===== config.mk =====
export PLATFORM = sky130hd
export DESIGN_NAME = frame_checker_crc16_core
export DESIGN_NICKNAME = d
export VERILOG_FILES = /design/src/fcc16_pkg.sv /design/src/frame_checker_crc16_core.sv
export SDC_FILE = /design/constraint.sdc
export NUM_CORES = 1
export LEC_CHECK = 0
export BUFFER_PORTS_ARGS = -buffer_cell sky130_fd_sc_hd__buf_2
export CAP_MARGIN = 25
export CORE_MARGIN = 5
export CORE_UTILIZATION = 58
export CTS_CLUSTER_DIAMETER = 200
export DETAILED_ROUTE_END_ITERATION = 16
export PLACE_DENSITY_LB_ADDON = 0.12
export SLEW_MARGIN = 10
export SYNTH_ARGS = -nofsm -noshare
export SYNTH_HDL_FRONTEND = slang
export SYNTH_SLANG_ARGS = --single-unit

===== constraint.sdc =====
create_clock -name clk -period 11.5 [get_ports clk]
set_input_delay 1.15 -clock clk [delete_from_list [all_inputs] [get_ports clk]]
set_output_delay 1.15 -clock clk [all_outputs]
set_load 0.05 [all_outputs]

===== src/fcc16_pkg.sv =====
// Shared constants, status codes and the CRC byte step for the CRC-16 frame checker.
package fcc16_pkg;

  // Header layout: byte offsets within the frame.
  localparam int HDR_MAGIC_LO   = 0;
  localparam int HDR_MAGIC_HI   = 1;
  localparam int HDR_VER_TYPE   = 2;
  localparam int HDR_FLAGS      = 3;
  localparam int HDR_TTL        = 4;
  localparam int HDR_SOURCE     = 5;
  localparam int HDR_DEST       = 13;
  localparam int HDR_SEQUENCE   = 21;
  localparam int HDR_LENGTH_LO  = 25;
  localparam int HDR_LENGTH_HI  = 26;
  localparam int HDR_LEN        = 27;
  localparam int CRC_BYTES      = 2;
  localparam int MIN_FRAME      = HDR_LEN + CRC_BYTES;

  // CRC-16/CCITT-FALSE.
  localparam logic [15:0] CRC_INIT = 16'hFFFF;
  localparam logic [15:0] CRC_POLY = 16'h1021;

  // Result status codes.
  localparam logic [2:0] ST_OK      = 3'd0;
  localparam logic [2:0] ST_SHORT   = 3'd1;
  localparam logic [2:0] ST_MAGIC   = 3'd2;
  localparam logic [2:0] ST_VERSION = 3'd3;
  localparam logic [2:0] ST_TYPE    = 3'd4;
  localparam logic [2:0] ST_LENGTH  = 3'd5;
  localparam logic [2:0] ST_CRC     = 3'd6;

  // Configuration register indexes.
  localparam int CFG_INDEX_W = 2;
  localparam int CFG_DATA_W  = 16;
  localparam logic [CFG_INDEX_W-1:0] REG_MAGIC       = 2'd0;
  localparam logic [CFG_INDEX_W-1:0] REG_VERSION     = 2'd1;
  localparam logic [CFG_INDEX_W-1:0] REG_HIGHEST_TYPE = 2'd2;

  // Result beat: 203 bits of fields, padded to 26 bytes.
  localparam int RES_BITS = 203;
  localparam int M_DATA_W = 208;

  // One byte through the CRC, most significant bit first.
  function automatic logic [15:0] crc16_byte(input logic [15:0] crc_in,
                                             input logic [7:0] b);
    logic [15:0] c;
    c = crc_in ^ {b, 8'h00};
    for (int k = 0; k < 8; k++) begin
      if (c[15]) begin
        c = {c[14:0], 1'b0} ^ CRC_POLY;
      end else begin
        c = {c[14:0], 1'b0};
      end
    end
    return c;
  endfunction

endpackage


===== src/frame_checker_crc16_core.sv =====
// Frame checker: header capture, CRC-16/CCITT-FALSE and end-of-frame status report.
//
//  channel  | dir | handshake         | payload
//  ---------+-----+-------------------+-----------------------------------------------
//  s_*      | in  | s_tvalid/s_tready | s_tdata: data_byte[7:0]; s_tlast: last_byte
//  m_*      | out | m_tvalid/m_tready | m_tdata: status, version, frame_type, flag_bits,
//           |     |                   |   hop_limit, source, destination, sequence_res,
//           |     |                   |   payload_length, zero pad
//  cfg_*    | in  | cfg_we            | cfg_index selects register, cfg_data its value
//
// Every accepted beat is handled in the cycle it arrives: the header capture, the
// eight-bit CRC step and, on the final beat, the checks all sit between the frame
// state and result registers, so one beat a cycle is sustained unless input stalls.
// A result appears on m_* the cycle after the final beat of its frame.
// The result register acts as the output stage: s_tready stays high while it is
// empty or being emptied, so only a result that is held by m_tready stalls input.
// rst is synchronous and active high; it clears the frame state, the result valid
// flag and the configuration registers (highest_type returns to 15).
module frame_checker_crc16_core
  import fcc16_pkg::*;
#(
  parameter int COUNT_BITS = 17
) (
  input  logic                   clk,
  input  logic                   rst,
  input  logic                   s_tvalid,
  output logic                   s_tready,
  input  logic [7:0]             s_tdata,   // [7:0] data_byte
  input  logic                   s_tlast,   // last_byte
  output logic                   m_tvalid,
  input  logic                   m_tready,
  // [2:0] status, [6:3] version, [10:7] frame_type, [18:11] flag_bits,
  // [26:19] hop_limit, [90:27] source, [154:91] destination,
  // [186:155] sequence_res, [202:187] payload_length, [207:203] zero
  output logic [M_DATA_W-1:0]    m_tdata,
  input  logic                   cfg_we,
  input  logic [CFG_INDEX_W-1:0] cfg_index,
  input  logic [CFG_DATA_W-1:0]  cfg_data
);

  // The length compare needs room for both the byte count and header plus payload.
  localparam int LEN_W = ((COUNT_BITS > 17) ? COUNT_BITS : 17) + 1;

  // Configuration registers.
  logic [15:0] expected_magic;
  logic [3:0]  expected_version;
  logic [3:0]  highest_type;

  // Frame state.
  logic [COUNT_BITS-1:0] byte_count, byte_count_next;
  logic [15:0] crc_value, crc_value_next;
  logic [15:0] delay_bytes, delay_bytes_next;
  logic [15:0] magic_seen, magic_seen_next;
  logic [7:0]  version_type, version_type_next;
  logic [7:0]  flags_seen, flags_seen_next;
  logic [7:0]  ttl_seen, ttl_seen_next;
  logic [63:0] source_seen, source_seen_next;
  logic [63:0] destination_seen, destination_seen_next;
  logic [31:0] sequence_seen, sequence_seen_next;
  logic [15:0] length_seen, length_seen_next;

  // Values after this beat's capture, before any end-of-frame clear.
  logic [15:0] cap_magic;
  logic [7:0]  cap_vt;
  logic [7:0]  cap_flags;
  logic [7:0]  cap_ttl;
  logic [63:0] cap_source;
  logic [63:0] cap_dest;
  logic [31:0] cap_seq;
  logic [15:0] cap_length;
  logic [15:0] crc_fed;

  logic            in_acc;
  logic            saturated;
  logic [LEN_W-1:0] frame_len;
  logic [LEN_W-1:0] want_len;
  logic [15:0]     crc_rx;
  logic [2:0]      status;
  logic [M_DATA_W-1:0] result;

  assign s_tready = !m_tvalid || m_tready;
  assign in_acc   = s_tvalid && s_tready;

  // Header capture: each header byte lands in its own slot by position.
  always_comb begin
    cap_magic  = magic_seen;
    cap_vt     = version_type;
    cap_flags  = flags_seen;
    cap_ttl    = ttl_seen;
    cap_source = source_seen;
    cap_dest   = destination_seen;
    cap_seq    = sequence_seen;
    cap_length = length_seen;
    if (byte_count == COUNT_BITS'(HDR_MAGIC_LO)) cap_magic[7:0] = s_tdata;
    if (byte_count == COUNT_BITS'(HDR_MAGIC_HI)) cap_magic[15:8] = s_tdata;
    if (byte_count == COUNT_BITS'(HDR_VER_TYPE)) cap_vt = s_tdata;
    if (byte_count == COUNT_BITS'(HDR_FLAGS)) cap_flags = s_tdata;
    if (byte_count == COUNT_BITS'(HDR_TTL)) cap_ttl = s_tdata;
    for (int k = 0; k < 8; k++) begin
      if (byte_count == COUNT_BITS'(HDR_SOURCE + k)) cap_source[8*k +: 8] = s_tdata;
      if (byte_count == COUNT_BITS'(HDR_DEST + k)) cap_dest[8*k +: 8] = s_tdata;
    end
    for (int k = 0; k < 4; k++) begin
      if (byte_count == COUNT_BITS'(HDR_SEQUENCE + k)) cap_seq[8*k +: 8] = s_tdata;
    end
    if (byte_count == COUNT_BITS'(HDR_LENGTH_LO)) cap_length[7:0] = s_tdata;
    if (byte_count == COUNT_BITS'(HDR_LENGTH_HI)) cap_length[15:8] = s_tdata;
  end

  // The CRC runs two bytes behind the input, so the trailing CRC bytes never enter it.
  assign crc_fed   = (byte_count >= COUNT_BITS'(CRC_BYTES))
                     ? crc16_byte(crc_value, delay_bytes[15:8]) : crc_value;
  assign saturated = &byte_count;
  assign frame_len = LEN_W'(byte_count) + LEN_W'(1);
  assign want_len  = LEN_W'(cap_length) + LEN_W'(MIN_FRAME);
  assign crc_rx    = {s_tdata, delay_bytes[7:0]};

  // First failing check wins.
  always_comb begin
    priority if (!saturated && frame_len < LEN_W'(MIN_FRAME)) begin
      status = ST_SHORT;
    end else if (cap_magic != expected_magic) begin
      status = ST_MAGIC;
    end else if (cap_vt[7:4] != expected_version) begin
      status = ST_VERSION;
    end else if (cap_vt[3:0] > highest_type) begin
      status = ST_TYPE;
    end else if (saturated || frame_len != want_len) begin
      status = ST_LENGTH;
    end else if (crc_fed != crc_rx) begin
      status = ST_CRC;
    end else begin
      status = ST_OK;
    end
  end

  assign result = {{(M_DATA_W - RES_BITS){1'b0}}, cap_length, cap_seq, cap_dest,
                   cap_source, cap_ttl, cap_flags, cap_vt[3:0], cap_vt[7:4], status};

  // Next frame state: advance on a beat, return to the idle values after the final one.
  always_comb begin
    byte_count_next       = byte_count;
    crc_value_next        = crc_value;
    delay_bytes_next      = delay_bytes;
    magic_seen_next       = magic_seen;
    version_type_next     = version_type;
    flags_seen_next       = flags_seen;
    ttl_seen_next         = ttl_seen;
    source_seen_next      = source_seen;
    destination_seen_next = destination_seen;
    sequence_seen_next    = sequence_seen;
    length_seen_next      = length_seen;
    if (in_acc) begin
      if (s_tlast) begin
        byte_count_next       = '0;
        crc_value_next        = CRC_INIT;
        delay_bytes_next      = '0;
        magic_seen_next       = '0;
        version_type_next     = '0;
        flags_seen_next       = '0;
        ttl_seen_next         = '0;
        source_seen_next      = '0;
        destination_seen_next = '0;
        sequence_seen_next    = '0;
        length_seen_next      = '0;
      end else begin
        byte_count_next       = saturated ? byte_count : byte_count + COUNT_BITS'(1);
        crc_value_next        = crc_fed;
        delay_bytes_next      = {delay_bytes[7:0], s_tdata};
        magic_seen_next       = cap_magic;
        version_type_next     = cap_vt;
        flags_seen_next       = cap_flags;
        ttl_seen_next         = cap_ttl;
        source_seen_next      = cap_source;
        destination_seen_next = cap_dest;
        sequence_seen_next    = cap_seq;
        length_seen_next      = cap_length;
      end
    end
  end

  always_ff @(posedge clk) begin
    if (rst) begin
      byte_count       <= '0;
      crc_value        <= CRC_INIT;
      delay_bytes      <= '0;
      magic_seen       <= '0;
      version_type     <= '0;
      flags_seen       <= '0;
      ttl_seen         <= '0;
      source_seen      <= '0;
      destination_seen <= '0;
      sequence_seen    <= '0;
      length_seen      <= '0;
    end else begin
      byte_count       <= byte_count_next;
      crc_value        <= crc_value_next;
      delay_bytes      <= delay_bytes_next;
      magic_seen       <= magic_seen_next;
      version_type     <= version_type_next;
      flags_seen       <= flags_seen_next;
      ttl_seen         <= ttl_seen_next;
      source_seen      <= source_seen_next;
      destination_seen <= destination_seen_next;
      sequence_seen    <= sequence_seen_next;
      length_seen      <= length_seen_next;
    end
  end

  // Configuration writes; an index beyond the list is ignored.
  always_ff @(posedge clk) begin
    if (rst) begin
      expected_magic   <= '0;
      expected_version <= '0;
      highest_type     <= 4'hF;
    end else if (cfg_we) begin
      unique case (cfg_index)
        REG_MAGIC:        expected_magic   <= cfg_data;
        REG_VERSION:      expected_version <= cfg_data[3:0];
        REG_HIGHEST_TYPE: highest_type     <= cfg_data[3:0];
        default: ;
      endcase
    end
  end

  // Result register: loaded by a final beat, emptied when taken.
  always_ff @(posedge clk) begin
    if (rst) begin
      m_tvalid <= 1'b0;
    end else if (in_acc && s_tlast) begin
      m_tvalid <= 1'b1;
    end else if (m_tready) begin
      m_tvalid <= 1'b0;
    end
  end

  always_ff @(posedge clk) begin
    if (in_acc && s_tlast) begin
      m_tdata <= result;
    end
  end

endmodule


==> key figures, run 1 <==
Outcome
  • Result of the run: finished, final reports clean

Synth
  • Cell count after synthesis: ~2100
  • Most instantiated library cell after synthesis: sky130_fd_sc_hd__dfxtp_1
  • Number of warnings reported in the yosys synthesis log: 0
  • Post-synthesis cell type count: ~70
  • Main synth FF type: sky130_fd_sc_hd__dfxtp_1
  • Top cell type by total area after synthesis: sky130_fd_sc_hd__edfxtp_1
  • Post-Synthesis Cell Area: 21000 um^2
  • Mapped Avg Cell Area: about 10 um^2
  • Number of synthesized register bits: approximately 490
  • Leading cell types by total area after synthesis: sky130_fd_sc_hd__edfxtp_1 29%, sky130_fd_sc_hd__dfxtp_1 28%, sky130_fd_sc_hd__a22oi_1 7.9%
  • Share of the synthesized area in the top cell type: 29.1%
  • Share of synthesized area occupied by flip-flops and latches: a little under three fifths
  • Async S/R FF share, synth: 0%
  • Post-synth EDFFs: a little over 200
  • Post-synth top cells: 290 x sky130_fd_sc_hd__dfxtp_1, 283 x sky130_fd_sc_hd__nor2_1, 266 x sky130_fd_sc_hd__nand2_1, 221 x sky130_fd_sc_hd__a22oi_1, 203 x sky130_fd_sc_hd__edfxtp_1

Global routing
  • Number of global-route vias before repair: around 16000
  • Global Route Usage Sum: 27.9%
  • Maximum number of pins on one net before global-route repair: 190
  • Global-route congestion overflow total: 0
  • Antenna violations before repair: 1
  • Wire length of the first global-routing pass: 90.4 mm

Placement
  • Detailed-placement wirelength estimate: roughly 37 mm
  • Global placer's final weighted congestion: a little over 0.9
  • Port buffer count: around 240

Routing
  • Routed wire length per instance: 21.4 um
  • Uppermost layer routed: met4
  • M1 wire length: 24.5 mm
  • Met2 wirelength from detailed routing: 27.6 mm
  • Via/cell ratio: 6.07
  • Post-route antenna net violation count: 0
  • Total wire length after detailed routing: about 59 mm
  • First-pass iteration count of the detailed router: 7
  • Total via count after detailed routing: 16611
  • Number of design rule violations left after detail routing: 0
  • Detail Route met3 WL: 4.45 mm
  • Violation count after the first detailed-routing iteration: 1526

Clock tree
  • Clock input transition at the sequential cells of the worst setup and hold paths: about 0.070 ns
  • Clock sink total: 493
  • Number of buffers created by CTS: just under 50
  • H-Tree Depth: 2
  • Hold-fix buffers, CTS: 0
  • Clock root buffer: sky130_fd_sc_hd__clkbuf_16
  • Clock latency of the later-clocked register in the worst-skew pair: 0.60 ns
  • Clock Path Buffers: 3
  • Setup repair bufs after CTS: 0
  • Clock tree from TritonCTS: built
  • Count of cells resized by post-cts repair: 0

Setup path
  • Data arrival time at the worst-slack endpoint: 5.72 ns
  • Buffer and inverter count on the worst path: 0
  • WP data required: 11.84 ns
  • Critical path's top delay family: simple AND/OR/NAND/NOR gates
  • Critical path's slowest cell: sky130_fd_sc_hd__and4_1
  • Nature of the critical path endpoint: flop
  • Crit path largest cell delay: 0.60 ns
  • Ordered cell list for the critical path: ha_1 > and4b_1 > and4_1 > mux2_2 > ha_1 > or4_1 > nor2b_1 > mux2_2 > o21ai_1 > xnor2_1 > or4_1 > or4b_4 > a21bo_1 > a31o_1
  • Peak fanout along the critical path: 13
  • Setup crit start kind: flop
  • Critical setup path kind: reg2reg

Timing
  • Final-report hold violation count: 0
  • Min Clock Period, post-route: approximately 5.4 ns
  • Slew at the pin closest to its max-slew limit: 1.15 ns
  • Setup repair after global routing missed its margin: no
  • Share of the clock period used by the worst path: 46.8%
  • Final setup fails: 0
  • WHS: about 0.46 ns
  • Worst setup skew after layout: 0.0231 ns
  • Max-slew headroom at the worst pin: roughly a quarter
  • Max Clk Rate: 0.186 GHz
  • Final-report max-slew violation count: 0
  • Final setup TNS: 0 ns

Floorplan
  • Effective utilization at floorplan: ~59%
  • Die footprint: 40100 um^2
  • Die height: 200 um
  • Core Region: 35700 um^2
  • Floorplan row count: 69
  • Number of primary I/O pins: 242
  • DIE WIDTH: 200 um

Power and ir drop
  • Static leakage: approximately 9.0 nW
  • Power per cell area: between 150 and 200 nW/um^2
  • Maximum ir drop on the vdd rail: 0.112 mV

Cells and area
  • Antenna Diode Count: 0
  • Fraction of layout instances using a drive strength above 1: between 10% and 20%
  • Synth-to-Final Area Change: 13.7%
  • Final nets: 2276

Job
  • Maxcap violations: 0

Worst hold path
  • Hold WC Path Type: reg2reg
layout by cell type (no fill, tap or decap), types with 7 or more instances in the layout:
cell and instances:
sky130_fd_sc_hd__a21oi_1 66, sky130_fd_sc_hd__a22oi_1 221, sky130_fd_sc_hd__and2_1 7, sky130_fd_sc_hd__and4_1 10, sky130_fd_sc_hd__buf_2 235, sky130_fd_sc_hd__buf_4 16
sky130_fd_sc_hd__clkbuf_1 17, sky130_fd_sc_hd__clkbuf_16 49, sky130_fd_sc_hd__clkinv_2 8, sky130_fd_sc_hd__dfxtp_1 290, sky130_fd_sc_hd__edfxtp_1 203, sky130_fd_sc_hd__ha_1 10
sky130_fd_sc_hd__inv_1 26, sky130_fd_sc_hd__mux2_2 60, sky130_fd_sc_hd__mux2i_1 20, sky130_fd_sc_hd__nand2_1 265, sky130_fd_sc_hd__nand3_1 23, sky130_fd_sc_hd__nand3b_1 11
sky130_fd_sc_hd__nand4_1 19, sky130_fd_sc_hd__nor2_1 282, sky130_fd_sc_hd__nor2b_1 8, sky130_fd_sc_hd__nor3_1 26, sky130_fd_sc_hd__nor4_1 9, sky130_fd_sc_hd__o211ai_1 17
sky130_fd_sc_hd__o21ai_0 160, sky130_fd_sc_hd__or3_1 7, sky130_fd_sc_hd__xnor2_1 57, sky130_fd_sc_hd__xor2_1 39
where the power goes:
group / internal [mW] / leakage (nW) / switching (mW) / total, mW
Clock: 0.876 / 0.764 / 0.692 / 1.57
Sequential: 1.85 / 4.30 / 0.0170 / 1.86
Combinational: 0.0519 / 3.93 / 0.233 / 0.284
Total: 2.78 / 9.00 / 0.941 / 3.72
kinds of logic after synthesis:
kind of cell / share of synthesized area, %
buffers and inverters: 3.71
adders and majority gates: 0.597
DFF: 56.8
muxes: 4.39
AOI/OAI and AO/OA: 15.5
xor gates and xnor gates: 4.34
other: 0.0179
and+or+nand+nor: 14.7
worst register-to-register path, cell delays in order, from the launching register on:
cell,delay [ns]
sky130_fd_sc_hd__dfxtp_1,0.50
sky130_fd_sc_hd__ha_1,0.42
sky130_fd_sc_hd__and4b_1,0.27
sky130_fd_sc_hd__and4_1,0.60
sky130_fd_sc_hd__mux2_2,0.41
sky130_fd_sc_hd__ha_1,0.27
sky130_fd_sc_hd__or4_1,0.49
sky130_fd_sc_hd__nor2b_1,0.18
sky130_fd_sc_hd__mux2_2,0.32
sky130_fd_sc_hd__o21ai_1,0.11
sky130_fd_sc_hd__xnor2_1,0.08
sky130_fd_sc_hd__or4_1,0.51
sky130_fd_sc_hd__or4b_4,0.57
sky130_fd_sc_hd__a21bo_1,0.21
sky130_fd_sc_hd__a31o_1,0.21
flip-flops by register name, summed over array words and instances, names as in the netlist, 17 cells and up:
signal / cells
m_tdata: 203
destination_seen: 64
source_seen: 64
sequence_seen: 32
byte_count: 17
path summary, 6_finish.rpt:
kind                            depth (start not counted)           start  slack, ns        endpoint
worst min-delay path                                    2  delay_bytes[9]       0.46  delay_bytes[9]
worst min register to register                          2  delay_bytes[9]       0.46  delay_bytes[9]
worst max-delay path                                   14   byte_count[0]       6.12      m_tdata[0]
worst max register to register                         14   byte_count[0]       6.12      m_tdata[0]
layout make-up:
cell class | count | area [um^2]
flip-flops and latches | 493 | 11900
fillers | 2782 | 11800
multi-input cells | 1405 | 8320
clock buffers | 71 | 1360
repair buffers | 256 | 1360
well taps | 461 | 577
clock inverters | 21 | 208
inverters | 29 | 116
through the flow:
stage	util, %	instance area, um^2	instances	power (mW)	setup WS (ns)
global placement	62.4	22200	2640	2.18	6.28
floorplan	-	21000	2091	2.10	4.32
CTS	66.8	23800	2735	3.73	6.18
detailed placement	62.4	22300	2643	2.19	6.21
global route	66.9	23800	2736	3.83	5.90
finish	66.9	23800	2736	3.72	6.12
layer usage:
layer	up-vias	GRT usage [%]
met1	8095	38.0
met5	-	0
met2	688	45.1
met3	114	5.17
met4	0	10.2
li1	7714	-
(Power assumes the default switching activity.)
==> run 2: changes to the inputs <==
--- a/config.mk
+++ b/config.mk
@@ -5,10 +5,11 @@
 export SDC_FILE = /design/constraint.sdc
 export NUM_CORES = 1
 export LEC_CHECK = 0
+export ABC_AREA = 1
 export BUFFER_PORTS_ARGS = -buffer_cell sky130_fd_sc_hd__buf_2
 export CAP_MARGIN = 25
 export CORE_MARGIN = 5
-export CORE_UTILIZATION = 58
+export CORE_UTILIZATION = 53
 export CTS_CLUSTER_DIAMETER = 200
 export DETAILED_ROUTE_END_ITERATION = 16
 export PLACE_DENSITY_LB_ADDON = 0.12
==> constraint.sdc (replaced) <==
create_clock -name clk -period 4.93 [get_ports clk]
set_input_delay 0.493 -clock clk [delete_from_list [all_inputs] [get_ports clk]]
set_output_delay 0.493 -clock clk [all_outputs]
set_load 0.05 [all_outputs]
==> run 2 against run 1 <==
Clock power grew 140%. Global-route usage is 3.0 points lower. Highest routed layer unchanged. Via count grew 6.2%. Largest cell class unchanged.
==> key figures, run 2 <==
Timing
  • Final setup TNS: 0 ns
  • Final-report hold violation count: 0
  • WHS: roughly 0.11 ns
  • Max-slew headroom at the worst pin: 23.3%
  • Max Clk Rate: 0.301 GHz
  • Share of the clock period used by the worst path: 67.3%
  • Setup repair after global routing missed its margin: no
  • Worst Slack Setup Final: 1.61 ns
  • Slew at the pin closest to its max-slew limit: 1.15 ns
  • Min Clock Period, post-route: between 3 and 4 ns
  • Final-report max-slew violation count: 0
  • Final setup fails: 0
  • Worst setup skew after layout: 0.0213 ns

Floorplan
  • Number of primary I/O pins: 242
  • Die footprint: 44300 um^2
  • Die height: 211 um
  • Floorplan row count: 73
  • Effective utilization at floorplan: 53.7%
  • Core Region: 39700 um^2
  • DIE WIDTH: approximately 210 um

Cells and area
  • Non-filler instance count after layout: 3268
  • Largest register by flop count: m_tdata
  • Sequential cell area in the final layout: 11900 um^2
  • Final nets: 2742
  • Synth-to-Final Area Change: 14.3%
  • Layout Utilization: 61.3%
  • Largest register FFs: 203
  • Most frequent standard cell in the layout excluding fill and tap cells: sky130_fd_sc_hd__nand2_1
  • Fraction of layout instances using a drive strength above 1: roughly 15%
  • Fillers: 3449
  • Antenna Diode Count: 0
  • Registers with the highest flip-flop counts: m_tdata: 203 flops, destination_seen: 64 flops, source_seen: 64 flops
  • Area of combinational cells with multiple inputs: roughly 8300 um^2
  • Commonest cells after routing, fill and taps aside: 861 x sky130_fd_sc_hd__nand2_1, 290 x sky130_fd_sc_hd__dfxtp_1, 260 x sky130_fd_sc_hd__a21oi_1
  • Post-route cell area: 24400 um^2

Setup path
  • WP data required: 5.29 ns
  • Critical setup path kind: reg2reg
  • Critical path's slowest cell: sky130_fd_sc_hd__nand3_1
  • Crit path largest cell delay: roughly 0.53 ns
  • Most numerous cell on the critical path: sky130_fd_sc_hd__nand2_1
  • Data arrival time at the worst-slack endpoint: 3.68 ns
  • Setup crit start kind: flop
  • Ordered cell list for the critical path: inv_1 > ha_1 > inv_1 > nor2_2 > nand3_1 > nand2_1 > nand2_2 > nand2_2 > nor2_1 > nand2_1 > inv_1 > nand2_1 > nand2_1 > nand2_1 > nand3_2 > nor2_4 > nand3_1 > nand2_1 > nand2_1 > nand2_1 > nand2_1
  • Peak fanout along the critical path: 11
  • Worst reg2reg startpoint: byte_count[0]
  • Startpoint of the worst setup timing path: byte_count[0]
  • Nature of the critical path endpoint: flop

Routing
  • Violation count after the first detailed-routing iteration: 1404
  • Via/cell ratio: 5.40
  • Total wire length after detailed routing: 57.2 mm
  • Post-route antenna net violation count: 0
  • First-pass iteration count of the detailed router: 5
  • Routed wire length per instance: 17.5 um
  • Total via count after detailed routing: 17644
  • Number of design rule violations left after detail routing: 0

Worst hold path
  • Hold WC Path Type: in2reg
  • Worst hold start: cfg_data[14]

Clock tree
  • Clock root buffer: sky130_fd_sc_hd__clkbuf_16
  • Setup repair bufs after CTS: 0
  • H-Tree Depth: 2
  • Clock latency of the later-clocked register in the worst-skew pair: 0.60 ns
  • Clock Path Buffers: 3
  • Clock tree from TritonCTS: built
  • Clock sink total: 493
  • Hold-fix buffers, CTS: 0
  • Clock input transition at the sequential cells of the worst setup and hold paths: 0.06 ns
  • Number of buffers created by CTS: 51
  • Count of cells resized by post-cts repair: 0

Global routing
  • Number of global-route vias before repair: approximately 16000
  • Antenna violations before repair: 0
  • Global-route congestion overflow total: 0
  • Maximum number of pins on one net before global-route repair: 229
  • Global Route Usage Sum: 24.9%
  • Wire length of the first global-routing pass: 88.6 mm

Synth
  • Number of synthesized register bits: between 400 and 500
  • Share of the synthesized area in the top cell type: 28.6%
  • Main synth FF type: sky130_fd_sc_hd__dfxtp_1
  • Post-synth EDFFs: 203
  • Leading cell types by total area after synthesis: sky130_fd_sc_hd__edfxtp_1 29%, sky130_fd_sc_hd__dfxtp_1 27%, sky130_fd_sc_hd__nand2_1 15%
  • Most instantiated library cell after synthesis: sky130_fd_sc_hd__nand2_1
  • Number of warnings reported in the yosys synthesis log: 0
  • Post-synth top cells: 862 x sky130_fd_sc_hd__nand2_1, 290 x sky130_fd_sc_hd__dfxtp_1, 260 x sky130_fd_sc_hd__a21oi_1, 248 x sky130_fd_sc_hd__o21ai_0, 203 x sky130_fd_sc_hd__edfxtp_1
  • Share of synthesized area occupied by flip-flops and latches: 55.8%
  • Post-Synthesis Cell Area: 21300 um^2
  • Top cell type by total area after synthesis: sky130_fd_sc_hd__edfxtp_1
  • Cell count after synthesis: 2535
  • Post-synthesis cell type count: 45
  • Mapped Avg Cell Area: 8.41 um^2
  • Async S/R FF share, synth: 0%

Placement
  • Global placer's final weighted congestion: 0.881
  • Instance count after placement with tap cells included: 3172
  • Post-Place Worst Slack: 1.66 ns
  • Port buffer count: 236
  • Instance area after placement: 22700 um^2
  • Detailed-placement wirelength estimate: ~36 mm

Power and ir drop
  • Static leakage: 9.02 nW
  • Power per cell area: between 300 and 400 nW/um^2
  • Maximum ir drop on the vdd rail: around 0.26 mV
  • Post-route total power: between 8 and 9 mW

Job
  • Maxcap violations: 0

Outcome
  • Result of the run: finished, final reports clean
-- run 2: logic make-up (layout without fill, tap and decap cells) --
| group | Yosys count | after routing | share of synthesized area, % |
|---|---|---|---|
| AO/OA/AOI/OAI | 551 | 551 | 13.4 |
| AND/OR/NAND/NOR | 1127 | 1127 | 22.1 |
| buffers and inverters | 290 | 494 | 5.56 |
| adder cells (fa/ha/maj) | 10 | 10 | 0.587 |
| flip-flops | 493 | 493 | 55.8 |
| other | 1 | 5 | 0.0176 |
| XOR/XNOR | 63 | 63 | 2.59 |
-- run 2: worst max-delay path, delay by kind of cell, from the launching register on --
kind	cells	cell delay [ns]
fa+ha+maj	1	0.19
buf+inv	3	0.30
flops	1	0.35
simple gates	17	2.20
-- run 2: area by class of cell --
class,instances,share of cell area [%]
tap,525,2.70
sequential,493,48.9
clock buffer,74,5.97
timing repair buffer,253,5.60
inverter,145,2.23
clock inverter,22,0.683
multi-input combinational,1756,33.9
-- run 2: per-layer routing --
layer  part of all wire, %  GRT usage (%)
met2                    47           41.0
met3                   7.1           3.78
met5                     0              0
met1                    43           34.3
met4                   2.5           7.51
-- run 2: worst paths after layout --
path	to	slack, ns	depth (start not counted)
setup reg to reg	m_tdata[0]	1.61	21
setup / recovery	m_tdata[0]	1.61	21
hold reg to reg	ttl_seen[6]	0.46	2
hold / removal	expected_magic[14]	0.11	3
-- run 2: power breakdown --
| group | switching [mW] | total [mW] | internal, mW |
|---|---|---|---|
| Clock | 1.57 | 3.72 | 2.15 |
| Combinational | 0.568 | 0.706 | 0.138 |
| Sequential | 0.0432 | 4.37 | 4.32 |
